`src/rtl/core/hpq_pkg.sv`:
```
package hpq_pkg;

   // default sizes
   localparam int CAPACITY_DEFAULT  = 64;
   localparam int KEY_WIDTH_DEFAULT = 32;

   // fixed widths of the item fields
   localparam int KEY_PORT_W   = 32;
   localparam int COUNT_PORT_W = 7;
   localparam int FUNC_W       = 2;

   // request operation codes
   typedef enum logic [FUNC_W-1:0] {
      FUNC_INSERT = 2'd0,
      FUNC_REMOVE = 2'd1,
      FUNC_CLEAR  = 2'd2
   } func_type;

   // key store read address source
   typedef enum logic [1:0] {
      RD_PARENT = 2'd0,
      RD_LAST   = 2'd1,
      RD_LEFT   = 2'd2,
      RD_RIGHT  = 2'd3
   } rd_sel_type;

   // key store write data source
   typedef enum logic [1:0] {
      WR_KEY   = 2'd0,
      WR_RDATA = 2'd1,
      WR_CHILD = 2'd2
   } wr_sel_type;

   // controller states
   typedef enum logic [3:0] {
      S_IDLE,
      S_UP_CHECK,
      S_UP_CMP,
      S_DN_LAST,
      S_DN_START,
      S_DN_CHECK,
      S_DN_LEFT,
      S_DN_RIGHT,
      S_DN_CMP,
      S_FINISH
   } state_type;

   // commands from controller to datapath
   typedef struct packed {
      logic       start_insert;
      logic       start_remove;
      logic       clear_heap;
      logic       ok_load;
      logic       ok_value;
      logic       rd_en;
      rd_sel_type rd_sel;
      logic       wr_en;
      wr_sel_type wr_sel;
      logic       load_key_rdata;
      logic       pos_to_root;
      logic       pos_to_parent;
      logic       pos_to_big;
      logic       load_left;
      logic       take_right;
      logic       rsp_load;
   } hpq_cmd_type;

   // status from datapath to controller
   typedef struct packed {
      logic full;
      logic count_zero;
      logic pos_zero;
      logic left_ok;
      logic right_ok;
      logic key_gt_rdata;
      logic right_gt_child;
      logic key_ge_child;
      logic rsp_free;
   } hpq_status_type;

endpackage

```
`src/rtl/core/hpq_ctrl.sv`:
```
module hpq_ctrl import hpq_pkg::*; (
   input  logic                clock,
   input  logic                reset,
   input  logic                req_valid,
   output logic                req_stall,
   input  logic [FUNC_W-1:0]   req_func,
   input  hpq_status_type      status,
   output hpq_cmd_type         cmd
);

   state_type state_ff;
   state_type state_in;
   func_type  func;
   logic      accept;

   assign func      = func_type'(req_func);
   assign req_stall = (state_ff != S_IDLE);
   assign accept    = req_valid && (state_ff == S_IDLE);

   // state register
   always_ff @(posedge clock) begin
      if (reset) begin
         state_ff <= S_IDLE;
      end else begin
         state_ff <= state_in;
      end
   end

   // next state
   always_comb begin
      state_in = state_ff;
      unique case (state_ff)
         S_IDLE: begin
            if (accept) begin
               unique case (func)
                  FUNC_INSERT: state_in = status.full ? S_FINISH : S_UP_CHECK;
                  FUNC_REMOVE: state_in = status.count_zero ? S_FINISH : S_DN_LAST;
                  default:     state_in = S_FINISH;
               endcase
            end
         end
         S_UP_CHECK: state_in = status.pos_zero ? S_FINISH : S_UP_CMP;
         S_UP_CMP:   state_in = status.key_gt_rdata ? S_UP_CHECK : S_FINISH;
         S_DN_LAST:  state_in = S_DN_START;
         S_DN_START: state_in = status.count_zero ? S_FINISH : S_DN_CHECK;
         S_DN_CHECK: state_in = status.left_ok ? S_DN_LEFT : S_FINISH;
         S_DN_LEFT:  state_in = status.right_ok ? S_DN_RIGHT : S_DN_CMP;
         S_DN_RIGHT: state_in = S_DN_CMP;
         S_DN_CMP:   state_in = status.key_ge_child ? S_FINISH : S_DN_CHECK;
         S_FINISH:   state_in = status.rsp_free ? S_IDLE : S_FINISH;
         default:    state_in = S_IDLE;
      endcase
   end

   // command outputs
   always_comb begin
      cmd = '0;
      unique case (state_ff)
         S_IDLE: begin
            if (accept) begin
               cmd.ok_load = 1'b1;
               unique case (func)
                  FUNC_INSERT: begin
                     cmd.start_insert = !status.full;
                     cmd.ok_value     = !status.full;
                  end
                  FUNC_REMOVE: begin
                     cmd.start_remove = !status.count_zero;
                     cmd.ok_value     = !status.count_zero;
                  end
                  FUNC_CLEAR: begin
                     cmd.clear_heap = 1'b1;
                     cmd.ok_value   = 1'b1;
                  end
                  default: cmd.ok_value = 1'b0;
               endcase
            end
         end
         // hole at root: place key, else fetch parent
         S_UP_CHECK: begin
            if (status.pos_zero) begin
               cmd.wr_en  = 1'b1;
               cmd.wr_sel = WR_KEY;
            end else begin
               cmd.rd_en  = 1'b1;
               cmd.rd_sel = RD_PARENT;
            end
         end
         // move parent down or settle key
         S_UP_CMP: begin
            cmd.wr_en = 1'b1;
            if (status.key_gt_rdata) begin
               cmd.wr_sel        = WR_RDATA;
               cmd.pos_to_parent = 1'b1;
            end else begin
               cmd.wr_sel = WR_KEY;
            end
         end
         S_DN_LAST: begin
            cmd.rd_en  = 1'b1;
            cmd.rd_sel = RD_LAST;
         end
         S_DN_START: begin
            cmd.load_key_rdata = 1'b1;
            cmd.pos_to_root    = 1'b1;
         end
         S_DN_CHECK: begin
            if (status.left_ok) begin
               cmd.rd_en  = 1'b1;
               cmd.rd_sel = RD_LEFT;
            end else begin
               cmd.wr_en  = 1'b1;
               cmd.wr_sel = WR_KEY;
            end
         end
         S_DN_LEFT: begin
            cmd.load_left = 1'b1;
            if (status.right_ok) begin
               cmd.rd_en  = 1'b1;
               cmd.rd_sel = RD_RIGHT;
            end
         end
         S_DN_RIGHT: cmd.take_right = status.right_gt_child;
         // move larger child up or settle key
         S_DN_CMP: begin
            cmd.wr_en = 1'b1;
            if (status.key_ge_child) begin
               cmd.wr_sel = WR_KEY;
            end else begin
               cmd.wr_sel     = WR_CHILD;
               cmd.pos_to_big = 1'b1;
            end
         end
         S_FINISH: cmd.rsp_load = status.rsp_free;
         default: cmd = '0;
      endcase
   end

endmodule

```
`src/rtl/core/hpq_datapath.sv`:
```
module hpq_datapath import hpq_pkg::*; #(
   parameter int CAPACITY  = CAPACITY_DEFAULT,
   parameter int KEY_WIDTH = KEY_WIDTH_DEFAULT
) (
   input  logic                           clock,
   input  logic                           reset,
   input  hpq_cmd_type                    cmd,
   output hpq_status_type                 status,
   input  logic signed [KEY_PORT_W-1:0]   req_key_in,
   output logic                           rsp_valid,
   input  logic                           rsp_stall,
   output logic                           rsp_accepted,
   output logic signed [KEY_PORT_W-1:0]   rsp_top_key,
   output logic                           rsp_is_empty,
   output logic [COUNT_PORT_W-1:0]        rsp_entry_count
);

   localparam int IDX_W   = $clog2(CAPACITY);
   localparam int CNT_W   = $clog2(CAPACITY + 1);
   localparam int CHILD_W = IDX_W + 2;
   localparam int WIDE_W  = KEY_WIDTH + KEY_PORT_W;
   localparam int CWIDE_W = CNT_W + COUNT_PORT_W;

   logic signed [KEY_WIDTH-1:0] key_store_ff [CAPACITY];

   logic [CNT_W-1:0]            count_ff, count_in;
   logic [IDX_W-1:0]            pos_ff, pos_in;
   logic [IDX_W-1:0]            big_ff, big_in;
   logic signed [KEY_WIDTH-1:0] key_ff, key_in;
   logic signed [KEY_WIDTH-1:0] child_ff, child_in;
   logic signed [KEY_WIDTH-1:0] rdata_ff;
   logic signed [KEY_WIDTH-1:0] top_ff, top_in;
   logic                        ok_ff, ok_in;
   logic                        rsp_valid_ff, rsp_valid_in;
   logic                        rsp_accepted_ff;
   logic signed [KEY_PORT_W-1:0] rsp_top_key_ff;
   logic                        rsp_is_empty_ff;
   logic [COUNT_PORT_W-1:0]     rsp_entry_count_ff;

   logic [IDX_W-1:0]            parent;
   logic [CHILD_W-1:0]          left, right, count_ext;
   logic [IDX_W-1:0]            raddr;
   logic signed [KEY_WIDTH-1:0] wdata;
   logic [WIDE_W-1:0]           key_req_wide;
   logic signed [WIDE_W-1:0]    top_wide;
   logic [CWIDE_W-1:0]          count_wide;

   // tree index arithmetic
   assign parent    = IDX_W'((pos_ff - IDX_W'(1)) >> 1);
   assign left      = {1'b0, pos_ff, 1'b1};
   assign right     = left + CHILD_W'(1);
   assign count_ext = CHILD_W'(count_ff);

   // incoming key: low bits taken, sign-extended above the port width
   assign key_req_wide = WIDE_W'(req_key_in);

   // status toward controller
   assign status.full           = (count_ff == CNT_W'(CAPACITY));
   assign status.count_zero     = (count_ff == '0);
   assign status.pos_zero       = (pos_ff == '0);
   assign status.left_ok        = (left < count_ext);
   assign status.right_ok       = (right < count_ext);
   assign status.key_gt_rdata   = (key_ff > rdata_ff);
   assign status.right_gt_child = (rdata_ff > child_ff);
   assign status.key_ge_child   = (key_ff >= child_ff);
   assign status.rsp_free       = !rsp_valid_ff || !rsp_stall;

   // read address select
   always_comb begin
      case (cmd.rd_sel)
         RD_PARENT: raddr = parent;
         RD_LAST:   raddr = count_ff[IDX_W-1:0];
         RD_LEFT:   raddr = left[IDX_W-1:0];
         RD_RIGHT:  raddr = right[IDX_W-1:0];
         default:   raddr = parent;
      endcase
   end

   // write data select
   always_comb begin
      case (cmd.wr_sel)
         WR_KEY:   wdata = key_ff;
         WR_RDATA: wdata = rdata_ff;
         WR_CHILD: wdata = child_ff;
         default:  wdata = key_ff;
      endcase
   end

   // key store, one write and one registered read a cycle
   always_ff @(posedge clock) begin
      if (cmd.wr_en) begin
         key_store_ff[pos_ff] <= wdata;
      end
      if (cmd.rd_en) begin
         rdata_ff <= key_store_ff[raddr];
      end
   end

   // next values of working registers
   always_comb begin
      count_in = count_ff;
      pos_in   = pos_ff;
      big_in   = big_ff;
      key_in   = key_ff;
      child_in = child_ff;
      top_in   = top_ff;
      ok_in    = cmd.ok_load ? cmd.ok_value : ok_ff;
      if (cmd.start_insert) begin
         key_in   = key_req_wide[KEY_WIDTH-1:0];
         pos_in   = count_ff[IDX_W-1:0];
         count_in = count_ff + CNT_W'(1);
      end
      if (cmd.start_remove) begin
         count_in = count_ff - CNT_W'(1);
      end
      if (cmd.clear_heap) begin
         count_in = '0;
      end
      if (cmd.load_key_rdata) begin
         key_in = rdata_ff;
      end
      if (cmd.pos_to_root) begin
         pos_in = '0;
      end else if (cmd.pos_to_parent) begin
         pos_in = parent;
      end else if (cmd.pos_to_big) begin
         pos_in = big_ff;
      end
      if (cmd.load_left) begin
         child_in = rdata_ff;
         big_in   = left[IDX_W-1:0];
      end else if (cmd.take_right) begin
         child_in = rdata_ff;
         big_in   = right[IDX_W-1:0];
      end
      // root copy follows every write to the root entry
      if (cmd.wr_en && (pos_ff == '0)) begin
         top_in = wdata;
      end
   end

   // working registers
   always_ff @(posedge clock) begin
      if (reset) begin
         count_ff <= '0;
      end else begin
         count_ff <= count_in;
      end
      pos_ff   <= pos_in;
      big_ff   <= big_in;
      key_ff   <= key_in;
      child_ff <= child_in;
      top_ff   <= top_in;
      ok_ff    <= ok_in;
   end

   // result formatting, key bits zero-filled above the key width
   assign top_wide   = WIDE_W'($unsigned(top_ff));
   assign count_wide = CWIDE_W'(count_ff);

   // result register
   always_comb begin
      rsp_valid_in = rsp_valid_ff;
      if (cmd.rsp_load) begin
         rsp_valid_in = 1'b1;
      end else if (!rsp_stall) begin
         rsp_valid_in = 1'b0;
      end
   end

   always_ff @(posedge clock) begin
      if (reset) begin
         rsp_valid_ff <= 1'b0;
      end else begin
         rsp_valid_ff <= rsp_valid_in;
      end
      if (cmd.rsp_load) begin
         rsp_accepted_ff    <= ok_ff;
         rsp_top_key_ff     <= (count_ff == '0) ? '0 : top_wide[KEY_PORT_W-1:0];
         rsp_is_empty_ff    <= (count_ff == '0);
         rsp_entry_count_ff <= count_wide[COUNT_PORT_W-1:0];
      end
   end

   assign rsp_valid       = rsp_valid_ff;
   assign rsp_accepted    = rsp_accepted_ff;
   assign rsp_top_key     = rsp_top_key_ff;
   assign rsp_is_empty    = rsp_is_empty_ff;
   assign rsp_entry_count = rsp_entry_count_ff;

endmodule

```
`src/rtl/core/binary_max_heap_queue_unit.sv`:
```
// binary max-heap priority queue, one request item in, one result item out
// insert: the new key enters at the last free entry and climbs toward the root while greater than its parent
// remove: the last key moves to the root and sinks while smaller than its larger child,
//   reading only the left child at a level with a single child; removing the sole key empties the heap
// clear and refused requests go straight to the result; the result is registered before the output
// synchronous active-high reset empties the heap at once; key store contents are not cleared
module binary_max_heap_queue_unit import hpq_pkg::*; #(
   parameter int CAPACITY  = CAPACITY_DEFAULT,
   parameter int KEY_WIDTH = KEY_WIDTH_DEFAULT
) (
   input  logic                          clock,
   input  logic                          reset,
   input  logic                          req_valid,
   output logic                          req_stall,
   input  logic [FUNC_W-1:0]             req_func,
   input  logic signed [KEY_PORT_W-1:0]  req_key_in,
   output logic                          rsp_valid,
   input  logic                          rsp_stall,
   output logic                          rsp_accepted,
   output logic signed [KEY_PORT_W-1:0]  rsp_top_key,
   output logic                          rsp_is_empty,
   output logic [COUNT_PORT_W-1:0]       rsp_entry_count
);

   hpq_cmd_type    cmd;
   hpq_status_type status;

   // sequencer
   hpq_ctrl u_ctrl (
      .clock     (clock),
      .reset     (reset),
      .req_valid (req_valid),
      .req_stall (req_stall),
      .req_func  (req_func),
      .status    (status),
      .cmd       (cmd)
   );

   // key store, index arithmetic and result register
   hpq_datapath #(
      .CAPACITY  (CAPACITY),
      .KEY_WIDTH (KEY_WIDTH)
   ) u_datapath (
      .clock           (clock),
      .reset           (reset),
      .cmd             (cmd),
      .status          (status),
      .req_key_in      (req_key_in),
      .rsp_valid       (rsp_valid),
      .rsp_stall       (rsp_stall),
      .rsp_accepted    (rsp_accepted),
      .rsp_top_key     (rsp_top_key),
      .rsp_is_empty    (rsp_is_empty),
      .rsp_entry_count (rsp_entry_count)
   );

endmodule
```
`config.mk`:
```
export PLATFORM = sky130hd
export DESIGN_NAME = binary_max_heap_queue_unit
export DESIGN_NICKNAME = d
export VERILOG_FILES = /design/src/rtl/core/hpq_pkg.sv /design/src/rtl/core/hpq_ctrl.sv /design/src/rtl/core/hpq_datapath.sv /design/src/rtl/core/binary_max_heap_queue_unit.sv
export SDC_FILE = /design/constraint.sdc
export NUM_CORES = 2
export LEC_CHECK = 0
export ABC_CLOCK_PERIOD_IN_PS = 18800
export BUFFER_PORTS_ARGS = -buffer_cell sky130_fd_sc_hd__buf_2
export CORE_MARGIN = 1
export CORE_UTILIZATION = 50
export DETAILED_ROUTE_END_ITERATION = 8
export PLACE_DENSITY = 0.7
export SYNTH_ARGS = -nofsm -noshare
export SYNTH_HDL_FRONTEND = slang
export SYNTH_SLANG_ARGS = --single-unit
```
`constraint.sdc`:
```
create_clock -name clock -period 18.8 [get_ports clock]
set_input_delay 1.88 -clock clock [delete_from_list [all_inputs] [get_ports clock]]
set_output_delay 1.88 -clock clock [all_outputs]
set_load 0.03 [all_outputs]
```
# After elaboration in Yosys (flattened, before gate mapping)
# Memory sizes are Yosys's and may differ from the RTL's. A register that Yosys moved wholly into a read port is not among the register bits.
# Index checks and enable logic that the tools add are counted.
# op_classes
n_addsub,4
n_mul,0
div,0
order_cmp,5
n_eq_ne,19
shifts,0
mux,52
bitwise,0
n_reduce_logical,21
# ops
op,n
32-bit 2-to-1 mux,4
32-bit greater-than comparator,2
32-bit case mux with 2 select lines,1
4-bit 2-to-1 mux,10
4-bit case mux with 10 select lines,1
32-bit greater-or-equal comparator,1
6-bit 2-to-1 mux,4
3-bit case mux with 4 select lines,2
6-bit case mux with 4 select lines,1
"4-bit by 3-bit == test with 1-bit output, second input constant",4
1-bit 2-to-1 mux,15
3-bit 2-to-1 mux,5
5-bit 2-to-1 mux,3
7-bit 2-to-1 mux,2
"7-bit by 1-bit adder with 8-bit output, second input constant",1
"2-bit == test, second input constant",4
"4-bit by 2-bit == test with 1-bit output, second input constant",2
"4-bit == test, second input constant",2
8-bit by 7-bit < comparator with 1-bit output,1
4-bit case mux with 2 select lines,1
2-bit nonzero test,4
"7-bit by 1-bit adder with 7-bit output, second input constant",1
"7-bit == test, second input constant",1
7-bit zero test,1
other kinds (18),28
# word_totals
reg_bits,162
latch_bits,0
mem_bits_rw,2048
mem_bits_ro,0
inputBits,38
output_inout_bits,43
word_cells,117
n_memories,1
# mem_list
memory,words,width,rd,rd_clocked_by_memory_dff,write_ports,line,text
u_datapath.key_store_ff,64,32,1,1,1,hpq_datapath.sv:24,logic signed [KEY_WIDTH-1:0] key_store_ff [CAPACITY];

# Longest topological paths before layout
# depth
word_depth,8
ltp_mapped,20
ltp_nobuf,17

# Hierarchy
# From an unflattened synthesis, not the netlist that was laid out.
# unflattened
hier_cells,5946
hier_area_um2,91118.6
# by_module_without_submodules
mod,instances,cells_each,area_each_um2,seq_area_each_um2
hpq_datapath,1,5862,90568.1,67054.3
hpq_ctrl,1,84,550.5,80.1

# Worst setup path before layout
# No wires, ideal clock.
# synth_path
path_kind,reg-to-reg
from,reg u_datapath.rdata_ff[1] (read register of u_datapath.key_store_ff)
to,"mem u_datapath.key_store_ff[0][13] (netlist bit), data pin"
setup_time_ns,0.709
t_arrival_ns,6.137
required_ns,18.091
slack_ns,11.954
path_stages_with_launch,15
n_path_buf,1
synth_period_minus_slack_ns,6.846
cell_sequence,edfxtp_1 -> inv_1 -> ha_1 -> nor2b_1 -> o21a_1 -> o21a_1 -> o21ai_0 -> a21oi_1 -> or3_1 -> a2111oi_0 -> mux2i_1 -> ha_1 -> clkbuf_1 -> a22oi_1 -> o21ai_0
# synth_between
elab_chain_cells,5
word_cells_on_any_way,6
cone_classes,order compare (1); eq/ne (2); mux (3)
# synth_lines
item,line,text
start: declaration,hpq_datapath.sv:31,logic signed [KEY_WIDTH-1:0] rdata_ff;
32-bit greater-than comparator *,hpq_datapath.sv:63,assign status.key_gt_rdata = (key_ff > rdata_ff);
1-bit 2-to-1 mux *,hpq_ctrl.sv:92,if (status.key_gt_rdata) begin
3-bit case mux with 4 select lines *,hpq_ctrl.sv:58,unique case (state_ff)
2-bit == test or 2-bit by 1-bit == test with 1-bit output (tied branches),hpq_datapath.sv:81,case (cmd.wr_sel)
32-bit case mux with 2 select lines *,hpq_datapath.sv:81,
named net u_datapath.wdata[13],hpq_datapath.sv:43,logic signed [KEY_WIDTH-1:0] wdata;
end: declaration,hpq_datapath.sv:24,
# The timed path passes the listed nets; every way through them passes the cells marked *.

# Worst setup path after layout
# layout_path
from,reg u_datapath.pos_ff[1]
to,"reg u_datapath.rdata_ff[7] (read register of u_datapath.key_store_ff), data pin"
# layout_between
elab_chain_cells,6
word_cells_on_any_way,14
cone_classes,add/sub (2); order compare (2); eq/ne (3); mux (5); reduce/logical (2)
# layout_lines
item,line,text
start: declaration,hpq_datapath.sv:27,"logic [IDX_W-1:0] pos_ff, pos_in;"
start signal: assignment,hpq_datapath.sv:149,pos_ff <= pos_in;
7-bit by 1-bit adder with 8-bit output,hpq_datapath.sv:51,assign right = left + CHILD_W'(1);
8-bit by 7-bit < comparator with 1-bit output,hpq_datapath.sv:62,assign status.right_ok = (right < count_ext);
3-bit 2-to-1 mux,hpq_ctrl.sv:118,if (status.right_ok) begin
3-bit case mux with 4 select lines,hpq_ctrl.sv:58,
"2-bit == test, or another cell as far along",hpq_datapath.sv:70,case (cmd.rd_sel)
6-bit case mux with 4 select lines,hpq_datapath.sv:70,
# Several ways; a longest one is shown, not always the timed one.
# A chain may end at the register's enable or synchronous reset.

==> metrics <==
outcome=completed; 1st-iter DRT viols=8701; Data required, critical path=19.51 ns; fraction of layout cells with a size suffix above 1=11.42%; total congestion overflow=0; CP dominant cell by count=buf_4; top-count cell post-synth=edfxtp_1; clock-pin transition on the worst setup and hold timing paths=0.07 ns; Post-route DRC=0; HPWL after DPL=146800 microns; RSZ-0062 raised after global routing=false; CP Max Fanout=94; Syn Nets=6591; post-CTS sizing=0; GRT Util Overall=28.57%; CP max stage cell=buf_4; Routed WL per cell=29.55 microns; CP Cell Sequence=ha_1, and3_4, xnor2_1, inv_1, ha_1, a21o_1, a221oi_2, nand2_2, o22ai_1, o22a_4, buf_4, buf_4, buf_4, buf_4, nand2_1, nand3_1, nand3_1, nand4_1, or4_1; worst path bufs/invs=5; row count=157; Fin. Hold Viols=0; Slew Limit Fails=0; Worst Skew=0.05828 ns; Startpoint Class=flip-flop; # nets final=6673; Yosys top cell area share=72.35%; Routed Antenna Nets=0; routed wire length=270800 microns; CP peak stage delay=0.98 ns; Avg Cell Area, Syn=14.34 sq um; setup violators final=0; Max-cap violations=0; #FFs+latches synth=2242; Max Buffers Root-to-Sink=3; IO Port Bufs=80; Seq/Total Area, Yosys=72.76%; CTS tree=built; Syn-to-layout area delta=11.92%; DIE AREA=186300 sq um; final critical-path required period=8.166 ns; setup TNS=0 ns; Worst-Margin Slew=1.312 ns; Post-synth top cells=edfxtp_1 (2223), nand2_1 (1153), nand3_1 (669); Root Buffer=clkbuf_16; period utilisation layout=43.44%; Slew headroom=11.89%; Max Clk Rate=122.5 MHz; Num Clock Sinks=2242; cell taking the most area after synthesis=edfxtp_1; Post-Place Worst Slack=10.90 ns; synth unique cells=85; # IOs=81; Post-synth EDFFs=2223; Largest delay share family, worst path=buffers and inverters; vias per cell=6.309; total CTS buffers=219; Post-Syn Area=92270 sq um; final worst slack=10.63 ns; Worst Setup End Kind=flip-flop; critical path type=flip-flop to flip-flop; RD Place Congestion=0.9071; Gate Count Post-Synth=6435; Final Cell Area=103300 sq um; Vias=57.83k; YS warnings=0; fraction of registers with async set/reset=0%; largest net degree at the start of global routing=160; Die Y=431.6 microns; first-pass GRT wire length=382700 microns; post-CTS setup buffers=0; Main synth FF type=edfxtp_1; Post-DP Area=96250 sq um; drt pass-1 iters=6; H-tree levels=4; hold buffers post-CTS=0; Clock Latency Late Sink=0.87 ns; CP arrival=8.88 ns; number of global-route vias before repair=53.94k; initial core utilization=50.34%; Synth area leaders=edfxtp_1 (72%), mux2i_1 (5.9%), nand2_1 (4.7%), nand3_1 (3.6%), ha_1 (1.6%); worst hold-check path type=flip-flop to flip-flop; CORE AREA=183300 sq um; initial antenna violation count=12; Die Wd=431.6 microns
path summary, 6_finish.rpt:
kind / start / endpoint / slack [ns] / cells past startpoint
setup / recovery: u_datapath.pos_ff[1] / u_datapath.rdata_ff[7] / 10.63 / 19
hold / removal: u_datapath.ok_ff / u_datapath.rsp_accepted / 0.44 / 0
setup reg to reg: u_datapath.pos_ff[1] / u_datapath.rdata_ff[7] / 10.63 / 19
hold reg to reg: u_datapath.ok_ff / u_datapath.rsp_accepted / 0.44 / 0
stage by stage:
stage	cells	hold WS [ns]	utilization, %
after floorplan	6435	0.4003	-
after detailed placement	8760	0.4243	52.52
after global routing	9164	0.4491	56.34
after global placement	8760	0.4076	52.52
final	9166	0.4366	56.34
after CTS	9164	0.4396	56.34
layout by cell type (no fill, tap or decap), types with 78 or more instances in the layout:
| master | Yosys | layout |
|---|---|---|
| nand4_1 | 78 | 78 |
| buf_2 | 143 | 80 |
| buf_4 | 16 | 162 |
| edfxtp_1 | 2223 | 2223 |
| nand3_1 | 669 | 669 |
| a21oi_1 | 166 | 164 |
| mux2i_1 | 548 | 548 |
| ha_1 | 117 | 116 |
| clkbuf_16 | 0 | 224 |
| nand2_1 | 1153 | 1153 |
| inv_1 | 105 | 105 |
flip-flops by register name, summed over array words and instances, names as in the netlist:
register and count:
u_ctrl.state_ff 4, u_datapath.big_ff 6, u_datapath.child_ff 32, u_datapath.count_ff 7
u_datapath.key_ff 32, u_datapath.key_store_ff 2048, u_datapath.ok_ff 1, u_datapath.pos_ff 6
u_datapath.rdata_ff 32, u_datapath.rsp_accepted 1, u_datapath.rsp_entry_count 7, u_datapath.rsp_is_empty 1
u_datapath.rsp_top_key 32, u_datapath.rsp_valid 1, u_datapath.top_ff 32
area by class of cell:
type,count,area [sq um]
Timing Repair Buffer,247,1717
Tap cell,2464,3083
Multi-Input combinational cell,3702,23920
Sequential cell,2242,67130
Antenna cell,2,5.005
Clock inverter,134,1227
Clock buffer,270,5778
Fill cell,14044,80020
Inverter,105,394.1
kinds of logic (layout without fill, tap and decap cells):
| kind of cell | Yosys count | in the layout | share of synthesized area (%) |
|---|---|---|---|
| flip-flops | 2242 | 2242 | 72.76 |
| AND/OR/NAND/NOR | 2225 | 2225 | 10.86 |
| AO/OA/AOI/OAI | 726 | 726 | 5.457 |
| multiplexers | 617 | 617 | 6.787 |
| buffers and inverters | 491 | 756 | 2.370 |
| adder cells (fa/ha/maj) | 118 | 118 | 1.608 |
| XOR/XNOR | 16 | 16 | 0.1519 |
| other | 0 | 2 | 0 |
per-layer routing:
| layer | GRT usage [%] | wire length [microns] |
|---|---|---|
| met5 | 0 | 57 |
| met4 | 13.50 | 14280 |
| met3 | 7.098 | 33160 |
| met2 | 43.69 | 122300 |
| met1 | 38.48 | 101000 |
Power is not shown: default switching activity piles up to over one toggle a cycle in this logic, so the estimate is an artifact.
